==> config.mk <==
export PLATFORM = sky130hd
export DESIGN_NAME = flqr_ctrl
export DESIGN_NICKNAME = d
export VERILOG_FILES = /design/src/sv/flqr_pkg.sv /design/src/sv/flqr_ctrl.sv
export SDC_FILE = /design/constraint.sdc
export NUM_CORES = 1
export LEC_CHECK = 0
export ABC_AREA = 0
export BUFFER_PORTS_ARGS = -buffer_cell sky130_fd_sc_hd__buf_2
export CAP_MARGIN = 25
export CORE_MARGIN = 8
export CORE_UTILIZATION = 45
export DETAILED_ROUTE_END_ITERATION = 16
export MAX_ROUTING_LAYER = met4
export PLACE_DENSITY = 0.84
export SLEW_MARGIN = 20
export SYNTH_ARGS = -nofsm -noshare
export SYNTH_HDL_FRONTEND = slang
export SYNTH_SLANG_ARGS = --single-unit
==> constraint.sdc <==
create_clock -name clk_i -period 4.15 [get_ports clk_i]
set_input_delay 0.83 -clock clk_i [delete_from_list [all_inputs] [get_ports clk_i]]
set_output_delay 0.83 -clock clk_i [all_outputs]
set_load 0.02 [all_outputs]
==> src/sv/flqr_pkg.sv <==
// shared types, constants and the recursion microprogram for the lqr controller
`default_nettype none

package flqr_pkg;

  localparam int unsigned MaxHorizonDef = 1024;
  localparam int unsigned FracBits      = 16;
  localparam int unsigned NumRegs       = 32;
  localparam int unsigned DivSteps      = 64;

  // input and result words
  typedef struct packed {
    logic               func;
    logic signed [31:0] position;
    logic signed [31:0] velocity;
    logic [9:0]         step_index;
  } in_word_t;

  typedef struct packed {
    logic signed [31:0] acceleration;
    logic [2:0]         status;
  } out_word_t;

  typedef enum logic [2:0] {
    StOk       = 3'd0,
    StStep     = 3'd1,
    StNotBuilt = 3'd2,
    StDenom    = 3'd3,
    StOvf      = 3'd4
  } status_e;

  // configuration registers
  typedef enum logic [2:0] {
    CfgTimeStep  = 3'd0,
    CfgHorizon   = 3'd1,
    CfgPosW      = 3'd2,
    CfgVelW      = 3'd3,
    CfgFinPosW   = 3'd4,
    CfgFinVelW   = 3'd5,
    CfgEffortW   = 3'd6,
    CfgAccelLim  = 3'd7
  } cfg_idx_e;

  typedef struct packed {
    logic [30:0] time_step;
    logic [10:0] horizon_length;
    logic [30:0] pos_weight;
    logic [30:0] vel_weight;
    logic [30:0] final_pos_weight;
    logic [30:0] final_vel_weight;
    logic [30:0] effort_weight;
    logic [30:0] accel_limit;
  } cfg_t;

  // microprogram encoding
  typedef enum logic [2:0] {
    OpLd, OpMul, OpAdd, OpSub, OpDiv, OpPq, OpChk, OpStore
  } op_e;

  typedef enum logic [3:0] {
    SrcHalf, SrcTwo, SrcDt, SrcPosW, SrcVelW, SrcEffW, SrcFinPos, SrcFinVel, SrcZero
  } src_e;

  typedef enum logic [4:0] {
    RHalf, RTwo, RDt, RQp, RQv, RRw, RP00, RP01, RP11, RT1, RT2, RB0, RDt2,
    RTwoDt, RB00, RB01, RB11, RR0, RR1, RP00Dt, RP01Dt, RA01, RA11, RDen, RK0, RK1
  } reg_e;

  typedef struct packed {
    op_e  op;
    reg_e dst;
    reg_e a;
    reg_e b;
    src_e src;
  } instr_t;

  typedef enum logic [2:0] {
    WbLd, WbAdd, WbSub, WbMul, WbDiv
  } wsel_e;

  // controller to datapath
  typedef struct packed {
    logic  rd;
    reg_e  a;
    reg_e  b;
    logic  wr;
    wsel_e wsel;
    reg_e  dst;
    src_e  src;
    logic  mul;
    logic  div_start;
    logic  div_pq;
    logic  store;
    logic  grd;
    logic  q_m0;
    logic  q_m1;
    logic  q_sum;
    logic  q_acc;
    logic  clr;
    logic  ld_in;
  } dp_cmd_t;

  // datapath to controller
  typedef struct packed {
    logic               den_nonpos;
    logic               div_done;
    logic               ovf;
    logic signed [31:0] acc;
  } dp_stat_t;

  typedef enum logic [3:0] {
    CsIdle, CsRd, CsEx, CsMw, CsDs, CsDw, CsQr, CsQ0, CsQ1, CsQ2, CsQ3, CsOut
  } ctrl_state_e;

  localparam logic [5:0] ProgLast  = 6'd48;
  localparam logic [5:0] BodyStart = 6'd17;

  // true when a wide value leaves the signed 32-bit range
  function automatic logic oor32(input logic signed [63:0] v);
    return !((&v[63:31]) || !(|v[63:31]));
  endfunction

  function automatic logic signed [31:0] sat32(input logic signed [63:0] v);
    logic signed [31:0] r;
    if (oor32(v)) begin
      r = v[63] ? 32'sh8000_0000 : 32'sh7FFF_FFFF;
    end else begin
      r = v[31:0];
    end
    return r;
  endfunction

  function automatic instr_t mk(input op_e op, input reg_e dst, input reg_e a,
                                input reg_e b, input src_e src);
    instr_t i;
    i.op  = op;
    i.dst = dst;
    i.a   = a;
    i.b   = b;
    i.src = src;
    return i;
  endfunction

  // setup of the step constants, then one backward riccati step
  function automatic instr_t prog(input logic [5:0] pc);
    instr_t i;
    case (pc)
      6'd0:  i = mk(OpLd,  RHalf,  RHalf,  RHalf,  SrcHalf);
      6'd1:  i = mk(OpLd,  RTwo,   RHalf,  RHalf,  SrcTwo);
      6'd2:  i = mk(OpLd,  RDt,    RHalf,  RHalf,  SrcDt);
      6'd3:  i = mk(OpLd,  RQp,    RHalf,  RHalf,  SrcPosW);
      6'd4:  i = mk(OpLd,  RQv,    RHalf,  RHalf,  SrcVelW);
      6'd5:  i = mk(OpLd,  RRw,    RHalf,  RHalf,  SrcEffW);
      6'd6:  i = mk(OpLd,  RP00,   RHalf,  RHalf,  SrcFinPos);
      6'd7:  i = mk(OpLd,  RP01,   RHalf,  RHalf,  SrcZero);
      6'd8:  i = mk(OpLd,  RP11,   RHalf,  RHalf,  SrcFinVel);
      6'd9:  i = mk(OpMul, RT1,    RHalf,  RDt,    SrcZero);
      6'd10: i = mk(OpMul, RB0,    RT1,    RDt,    SrcZero);
      6'd11: i = mk(OpMul, RDt2,   RDt,    RDt,    SrcZero);
      6'd12: i = mk(OpMul, RTwoDt, RTwo,   RDt,    SrcZero);
      6'd13: i = mk(OpMul, RB00,   RB0,    RB0,    SrcZero);
      6'd14: i = mk(OpMul, RT1,    RTwo,   RB0,    SrcZero);
      6'd15: i = mk(OpMul, RB01,   RT1,    RDt,    SrcZero);
      6'd16: i = mk(OpMul, RB11,   RDt,    RDt,    SrcZero);
      6'd17: i = mk(OpMul, RT1,    RB0,    RP00,   SrcZero);
      6'd18: i = mk(OpMul, RT2,    RDt,    RP01,   SrcZero);
      6'd19: i = mk(OpAdd, RR0,    RT1,    RT2,    SrcZero);
      6'd20: i = mk(OpMul, RP00Dt, RP00,   RDt,    SrcZero);
      6'd21: i = mk(OpMul, RP01Dt, RP01,   RDt,    SrcZero);
      6'd22: i = mk(OpAdd, RA01,   RP00Dt, RP01,   SrcZero);
      6'd23: i = mk(OpMul, RT1,    RB0,    RA01,   SrcZero);
      6'd24: i = mk(OpAdd, RT2,    RP01Dt, RP11,   SrcZero);
      6'd25: i = mk(OpMul, RT2,    RDt,    RT2,    SrcZero);
      6'd26: i = mk(OpAdd, RR1,    RT1,    RT2,    SrcZero);
      6'd27: i = mk(OpMul, RT1,    RB00,   RP00,   SrcZero);
      6'd28: i = mk(OpAdd, RDen,   RRw,    RT1,    SrcZero);
      6'd29: i = mk(OpMul, RT1,    RB01,   RP01,   SrcZero);
      6'd30: i = mk(OpAdd, RDen,   RDen,   RT1,    SrcZero);
      6'd31: i = mk(OpMul, RT1,    RB11,   RP11,   SrcZero);
      6'd32: i = mk(OpAdd, RDen,   RDen,   RT1,    SrcZero);
      6'd33: i = mk(OpChk, RT1,    RDen,   RDen,   SrcZero);
      6'd34: i = mk(OpDiv, RK0,    RR0,    RR0,    SrcZero);
      6'd35: i = mk(OpDiv, RK1,    RR1,    RR1,    SrcZero);
      6'd36: i = mk(OpStore, RT1,  RK0,    RK1,    SrcZero);
      6'd37: i = mk(OpMul, RT1,    RDt2,   RP00,   SrcZero);
      6'd38: i = mk(OpMul, RT2,    RTwoDt, RP01,   SrcZero);
      6'd39: i = mk(OpAdd, RT1,    RT1,    RT2,    SrcZero);
      6'd40: i = mk(OpAdd, RA11,   RT1,    RP11,   SrcZero);
      6'd41: i = mk(OpAdd, RT1,    RQp,    RP00,   SrcZero);
      6'd42: i = mk(OpPq,  RT2,    RR0,    RR0,    SrcZero);
      6'd43: i = mk(OpSub, RP00,   RT1,    RT2,    SrcZero);
      6'd44: i = mk(OpPq,  RT2,    RR0,    RR1,    SrcZero);
      6'd45: i = mk(OpSub, RP01,   RA01,   RT2,    SrcZero);
      6'd46: i = mk(OpAdd, RT1,    RQv,    RA11,   SrcZero);
      6'd47: i = mk(OpPq,  RT2,    RR1,    RR1,    SrcZero);
      6'd48: i = mk(OpSub, RP11,   RT1,    RT2,    SrcZero);
      default: i = mk(OpLd, RT1,   RHalf,  RHalf,  SrcZero);
    endcase
    return i;
  endfunction

endpackage

`default_nettype wire

==> src/sv/flqr_ctrl.sv <==
// controller: sequences the recursion microprogram and control queries
`default_nettype none

module flqr_ctrl #(
  parameter int unsigned MAX_HORIZON = flqr_pkg::MaxHorizonDef,
  localparam int unsigned Aw = (MAX_HORIZON > 1) ? $clog2(MAX_HORIZON) : 1,
  localparam int unsigned Lw = $clog2(MAX_HORIZON + 1)
) (
  input  logic                clk_i,
  input  logic                rst_ni,
  input  logic [10:0]         horizon_i,
  input  logic                in_valid_i,
  output logic                in_ready_o,
  input  flqr_pkg::in_word_t  in_data_i,
  output logic                out_valid_o,
  input  logic                out_ready_i,
  output flqr_pkg::out_word_t out_data_o,
  output flqr_pkg::dp_cmd_t   cmd_o,
  output logic [Aw-1:0]       gaddr_o,
  input  flqr_pkg::dp_stat_t  stat_i
);
  import flqr_pkg::*;

  ctrl_state_e state_q, state_d;
  logic [5:0]    pc_q, pc_d;
  logic [Aw-1:0] k_q, k_d;
  logic          valid_q, valid_d;
  logic [Lw-1:0] blen_q, blen_d;
  status_e       status_q, status_d;
  logic          use_ovf_q, use_ovf_d;
  logic [9:0]    step_q, step_d;
  logic          ov_q, ov_d;
  out_word_t     out_q, out_d;
  instr_t        ins;
  logic          accept, bad_h, next_ins;
  status_e       fin_status;

  assign ins        = prog(pc_q);
  assign accept     = in_valid_i && (state_q == CsIdle);
  assign bad_h      = (horizon_i == 11'd0) || (32'(horizon_i) > 32'(MAX_HORIZON));
  assign fin_status = (use_ovf_q && stat_i.ovf) ? StOvf : status_q;

  always_comb begin
    state_d   = state_q;
    pc_d      = pc_q;
    k_d       = k_q;
    valid_d   = valid_q;
    blen_d    = blen_q;
    status_d  = status_q;
    use_ovf_d = use_ovf_q;
    step_d    = step_q;
    ov_d      = ov_q;
    out_d     = out_q;
    next_ins  = 1'b0;
    cmd_o     = '0;
    cmd_o.a   = ins.a;
    cmd_o.b   = ins.b;
    cmd_o.dst = ins.dst;
    cmd_o.src = ins.src;

    // result word drains independently of the sequencer
    if (ov_q && out_ready_i) begin
      ov_d = 1'b0;
    end

    unique case (state_q)
      CsIdle: begin
        if (accept) begin
          cmd_o.clr   = 1'b1;
          cmd_o.ld_in = 1'b1;
          use_ovf_d   = 1'b0;
          if (in_data_i.func) begin
            if (!valid_q) begin
              status_d = StNotBuilt;
              state_d  = CsOut;
            end else if (32'(in_data_i.step_index) >= 32'(blen_q)) begin
              status_d = StStep;
              state_d  = CsOut;
            end else begin
              step_d   = in_data_i.step_index;
              state_d  = CsQr;
            end
          end else if (bad_h) begin
            valid_d  = 1'b0;
            status_d = StStep;
            state_d  = CsOut;
          end else begin
            pc_d    = '0;
            k_d     = Aw'(horizon_i - 11'd1);
            state_d = CsRd;
          end
        end
      end
      CsRd: begin
        cmd_o.rd = 1'b1;
        state_d  = CsEx;
      end
      CsEx: begin
        unique case (ins.op)
          OpLd: begin
            cmd_o.wr   = 1'b1;
            cmd_o.wsel = WbLd;
            next_ins   = 1'b1;
          end
          OpAdd: begin
            cmd_o.wr   = 1'b1;
            cmd_o.wsel = WbAdd;
            next_ins   = 1'b1;
          end
          OpSub: begin
            cmd_o.wr   = 1'b1;
            cmd_o.wsel = WbSub;
            next_ins   = 1'b1;
          end
          OpMul: begin
            cmd_o.mul = 1'b1;
            state_d   = CsMw;
          end
          OpPq: begin
            cmd_o.mul = 1'b1;
            state_d   = CsDs;
          end
          OpDiv: begin
            cmd_o.div_start = 1'b1;
            state_d         = CsDw;
          end
          OpChk: begin
            if (stat_i.den_nonpos) begin
              valid_d  = 1'b0;
              status_d = StDenom;
              state_d  = CsOut;
            end else begin
              next_ins = 1'b1;
            end
          end
          OpStore: begin
            cmd_o.store = 1'b1;
            next_ins    = 1'b1;
          end
          default: state_d = CsIdle;
        endcase
      end
      CsMw: begin
        cmd_o.wr   = 1'b1;
        cmd_o.wsel = WbMul;
        next_ins   = 1'b1;
      end
      CsDs: begin
        cmd_o.div_start = 1'b1;
        cmd_o.div_pq    = 1'b1;
        state_d         = CsDw;
      end
      CsDw: begin
        if (stat_i.div_done) begin
          cmd_o.wr   = 1'b1;
          cmd_o.wsel = WbDiv;
          next_ins   = 1'b1;
        end
      end
      CsQr: begin
        cmd_o.grd = 1'b1;
        state_d   = CsQ0;
      end
      CsQ0: begin
        cmd_o.q_m0 = 1'b1;
        state_d    = CsQ1;
      end
      CsQ1: begin
        cmd_o.q_m1 = 1'b1;
        state_d    = CsQ2;
      end
      CsQ2: begin
        cmd_o.q_sum = 1'b1;
        state_d     = CsQ3;
      end
      CsQ3: begin
        cmd_o.q_acc = 1'b1;
        status_d    = StOk;
        use_ovf_d   = 1'b1;
        state_d     = CsOut;
      end
      CsOut: begin
        if (!ov_q || out_ready_i) begin
          out_d.acceleration = stat_i.acc;
          out_d.status       = fin_status;
          ov_d               = 1'b1;
          state_d            = CsIdle;
        end
      end
      default: state_d = CsIdle;
    endcase

    // advance the microprogram, closing the build after the last step
    if (next_ins) begin
      if (pc_q == ProgLast) begin
        if (k_q == '0) begin
          valid_d   = 1'b1;
          blen_d    = Lw'(horizon_i);
          status_d  = StOk;
          use_ovf_d = 1'b1;
          state_d   = CsOut;
        end else begin
          k_d     = k_q - 1'b1;
          pc_d    = BodyStart;
          state_d = CsRd;
        end
      end else begin
        pc_d    = pc_q + 6'd1;
        state_d = CsRd;
      end
    end
  end

  always_ff @(posedge clk_i or negedge rst_ni) begin
    if (!rst_ni) begin
      state_q   <= CsIdle;
      pc_q      <= '0;
      k_q       <= '0;
      valid_q   <= 1'b0;
      blen_q    <= '0;
      status_q  <= StOk;
      use_ovf_q <= 1'b0;
      ov_q      <= 1'b0;
    end else begin
      state_q   <= state_d;
      pc_q      <= pc_d;
      k_q       <= k_d;
      valid_q   <= valid_d;
      blen_q    <= blen_d;
      status_q  <= status_d;
      use_ovf_q <= use_ovf_d;
      ov_q      <= ov_d;
    end
  end

  always_ff @(posedge clk_i) begin
    step_q <= step_d;
    out_q  <= out_d;
  end

  assign gaddr_o     = (state_q == CsQr) ? Aw'(step_q) : k_q;
  assign in_ready_o  = state_q == CsIdle;
  assign out_valid_o = ov_q;
  assign out_data_o  = out_q;

endmodule

`default_nettype wire

== After elaboration in Yosys (flattened, before gate mapping) ==
Memory sizes are Yosys's and may differ from the RTL's.
Cells that the tools add are included.
Widths: inputs -> output; s select.
Cells by class
  $lt $le $gt $ge: 2
  mux-type cells: 77
  reduce and logical (&&, ||, !) cells: 17
  add/subtract/negate cells: 3
  equality and inequality tests: 24
  bitwise logic cells: 1
Operators with widths (count)
  $mux 10: 8
  $mux 4: 11
  $pmux 4 s11: 1
  $mux 6: 7
  $mux 3: 10
  $mux 1: 29
  $pmux 4 s3: 2
  $sub 10x1->10 const B: 2
  $eq 4x3->1 const B: 4
  $eq 4x4->1 const B: 4
  $pmux 4 s4: 1
  $eq 3x3->1 const B: 4
  $ge 10x11->1: 1
  $gt 11x11->1 const B: 1
  $logic_not 11->1: 1
  $logic_not 10->1: 1
  $reduce_and 5->1: 2
  $pmux 3 s3: 1
  $eq 4x2->1 const B: 2
  $pmux 1 s2: 4
  $add 6x1->6 const B: 1
  $eq 3x2->1 const B: 2
  $eq 6x6->1 const B: 1
  $ne 6x2->1 const B: 1
  18 further kinds: 23
Storage, ports and cells
  bits in read-only memories: 1408
  register bits after elaboration: 82
  memories kept: 1
  logic and storage cells: 136
  input port bits: 125
Memory list
  (name not given): depth 64, width 22, read ports 1, clocked after Yosys merged registers in 0, write ports 0, RTL line flqr_pkg.sv:147  | case (pc)

== Longest topological paths before layout ==
  depth in word-level cells: 9
  depth in mapped cells: 13

== Worst setup path before layout ==
Ideal clock, no wire load.
  path type: input port to flip-flop
  start point: input port out_ready_i
  end point: register out_q (netlist bit out_data_o[0]), enable pin
  slack: 0.104 ns
  arrival time: 3.567 ns
  cell stages on the path: 2
  setup time: 0.478 ns
  cell sequence: nand2b_1 > nor3b_1
Between the ends
  cells in the longest elaborated chain, start to end: 2
RTL lines
  start: declaration: RTL line flqr_ctrl.sv:16  | input logic out_ready_i,
  $logic_or 1x1->1: RTL line flqr_ctrl.sv:183  | if (!ov_q || out_ready_i) begin
  $reduce_and 2->1 (no source line)
  end signal: assignment: RTL line flqr_ctrl.sv:238  | out_q <= out_d;
  end: declaration: RTL line flqr_ctrl.sv:33  | out_word_t out_q, out_d;
Every way passes these cells.
A chain may end at the register's enable or synchronous reset.

==> results.md <==
- Outcome: finished clean
- Leak: 0.00289 uW
- VDD IR-drop max: 0.325 mV
- Detailed placement HPWL: 12,200 um
- Pre-CTS setup slack: 887 ps
- Die Height: 126 um
- Area delta synth->final: 21.4%
- TritonCTS Buffers: 9
- Worst Tran Pin Value: 853 ps
- CTS resizes: 0
- WHS: 505 ps
- Most frequent cells in the layout: buf_2 (142), nand2_1 (66), o21ai_0 (47), edfxtp_1 (45), nor2_1 (43)
- Post-synthesis average cell area: 9.27 um2
- Unrepaired setup endpoints after global routing: no
- Routed WL per cell: 18.5 um
- CP Max Fanout: 12
- Final hold vios: 0
- CP Data Required Time: 3320 ps
- Ports: 207
- Worst Setup SP: pc_q[1]$_DFF_PN0_
- Largest net degree at the start of global routing: 38
- Drt first pass iters: 5
- GR Overflow Total: 0
- Yosys warnings: 0
- Die Area: 15,900 um2
- CP Capture Type: output pin
- Routed Wire Length: 16,200 um
- NumNets Final: 872
- Max Root-Sink Buffers: 2
- Seq cells post-synth: 82
- Final setup viols: 0
- First-pass GRT wire length: 26,300 um
- Max Clock Skew: 7.70 ps
- Hold Crit Start: blen_q[8]$_DFFE_PN0P_
- Worst path bufs/invs: 2
- Max Cap Viol: 0
- Residual DRC count: 0
- Post-synthesis async set-or-reset flop share: 45.1%
- Max incr delay on CP: 500 ps
- Layout cells sized above 1: 28.8%
- Setup TNS: 0 ps
- Starting Density: 45.7%
- Final instance area: 6610 um2
- Diodes inserted: 0
- Worst Path Class, Setup: flip-flop to output pin
- Pwr dens: 608 nW/um2
- Clk_lat worst skew: 340 ps
- Max-slew violations: 0
- CP delay by family, top: simple AND/OR/NAND/NOR gates
- Fin util: 55.5%
- Htree depth: 3
- Most used flip-flop cell after synthesis: edfxtp_1
- Worst-path clk slew: 60 ps
- Worst Setup Slack, final: 499 ps
- Period Utilization, post-route: 88.0%
- Mapped Area: 5440 um2
- Hold Crit Class: flip-flop to flip-flop
- R2R Path Start: pc_q[1]$_DFF_PN0_
- Iter 0 DRT Violations: 465
- FP Rows: 40
- Die W: 126 um
- Seq/Total Area, Yosys: 41.8%
- Net count after synthesis: 736
- Crit-path slowest cell: dfrtp_1
- EDFF count, synth: 45
- Yosys cell types: 72
- Post-CTS setup buffer count: 0
- Fin crit period: 3650 ps
- Final GP Congestion: 0.992
- Worst setup SP type: flip-flop
- PortBufs: 142
- Area post-placement: 6310 um2
- Core Area: 11,900 um2
- TritonCTS clock tree: yes
- Total GRT Usage: 21.0%
- Root Buffer: clkbuf_16
- Slew margin rel.: 43.2%
- Vias: 5,171
- Antenna Violating Nets Remaining: 0
- Most common cell after layout, fill and taps aside: buf_2
- Initial antenna violation count: 0
- Clock Sinks: 82
- Cell count after synthesis: 587
- Arr. time, crit path: 2820 ps
- Hold-fix buffers, CTS: 0
- Via/cell ratio: 5.91
- Vias in the first global route: 5,000
- Fmax achieved: 0.274 GHz
- Cell Chain, Critical Path: buf_4 -> ha_1 -> nand2b_1 -> a311oi_4 -> nor4b_4 -> a31oi_1 -> nor3_1 -> buf_2
## per-layer routing
layer / GRT usage [%] / vias up / wire, um
li1: - / 2446 / -
met4: 10.4 / 0 / 586
met1: 25.2 / 2392 / 6650
met5: - / - / 0
met3: 4.35 / 48 / 1410
met2: 33.0 / 285 / 7570
## registers in the layout, summed over array words and instances (netlist names)
name	flops
step_q	10
status_q	3
valid_q	1
k_q	10
state_q	4
out_valid_o	1
pc_q	6
use_ovf_q	1
blen_q	11
out_data_o	35
## final cells by class
class                   instances  area [um2]
clock inverters                 4        51.3
inverters                      31         116
flip-flops and latches         82        2280
clock buffers                  12         246
multi-input cells             440        2900
well taps                     147         184
repair buffers                159         838
fillers                      1060        5300
## worst reg2reg max path: stages, from the launching register on
cell and delay (ps):
dfrtp_1 500, buf_4 230, ha_1 470, nand2b_1 220, a311oi_4 120, nor4b_4 420, a21oi_2 140, a21o_1 360
o311a_1 410, a311o_1 310
## per-stage QoR
stage,total power (uW),cells
after floorplan,2590,587
after global placement,3200,859
after detailed placement,3210,859
after CTS,4010,875
after global routing,4280,875
final,4020,875
## path summary, 6_finish.rpt
path,slack [ps],cells after the start,to
worst min register to register,510,1,blen_q[8]$_DFFE_PN0P_
worst max-delay path,500,8,cmd_o[20]
worst max register to register,870,9,k_q[8]$_DFF_PN0_
max in group asynchronous,3000,1,out_valid_o$_DFF_PN0_
worst min-delay path,510,1,blen_q[8]$_DFFE_PN0P_
min in group asynchronous,600,1,blen_q[5]$_DFFE_PN0P_
## report_power, final
part | internal (uW) | total, uW | switching, uW
logic | 740 | 2010 | 1270
registers | 991 | 1220 | 224
clock network | 483 | 790 | 308
total | 2210 | 4020 | 1810
## cells by family after synthesis
group / Yosys count / share of synthesized area (%)
AO/OA/AOI/OAI: 176 / 21.6
XOR/XNOR: 14 / 2.25
adder cells (fa/ha/maj): 24 / 5.52
buffers and inverters: 65 / 5.08
flip-flops: 82 / 41.8
multiplexers: 24 / 5.10
AND/OR/NAND/NOR: 202 / 18.6
## synthesized netlist by cell type, types with 6 or more instances
master	number	share of area (%)
nand2_1	66	4.6
o21ai_0	47	4.3
edfxtp_1	45	25
nor2_1	43	3.0
a21oi_1	37	3.4
dfrtp_1	37	17
inv_1	30	2.1
ha_1	24	5.5
clkbuf_1	23	1.6
mux2_2	16	3.3
nand2b_1	16	1.8
nand3_1	12	1.1
nor3_1	11	1.0
o22ai_1	10	1.1
o211ai_1	9	1.2
a31oi_1	8	0.92
xnor2_1	8	1.3
nor2b_1	7	0.80
nor3b_1	7	0.97
mux2i_1	6	1.1
xor2_1	6	0.97
(Power assumes the default switching activity.)
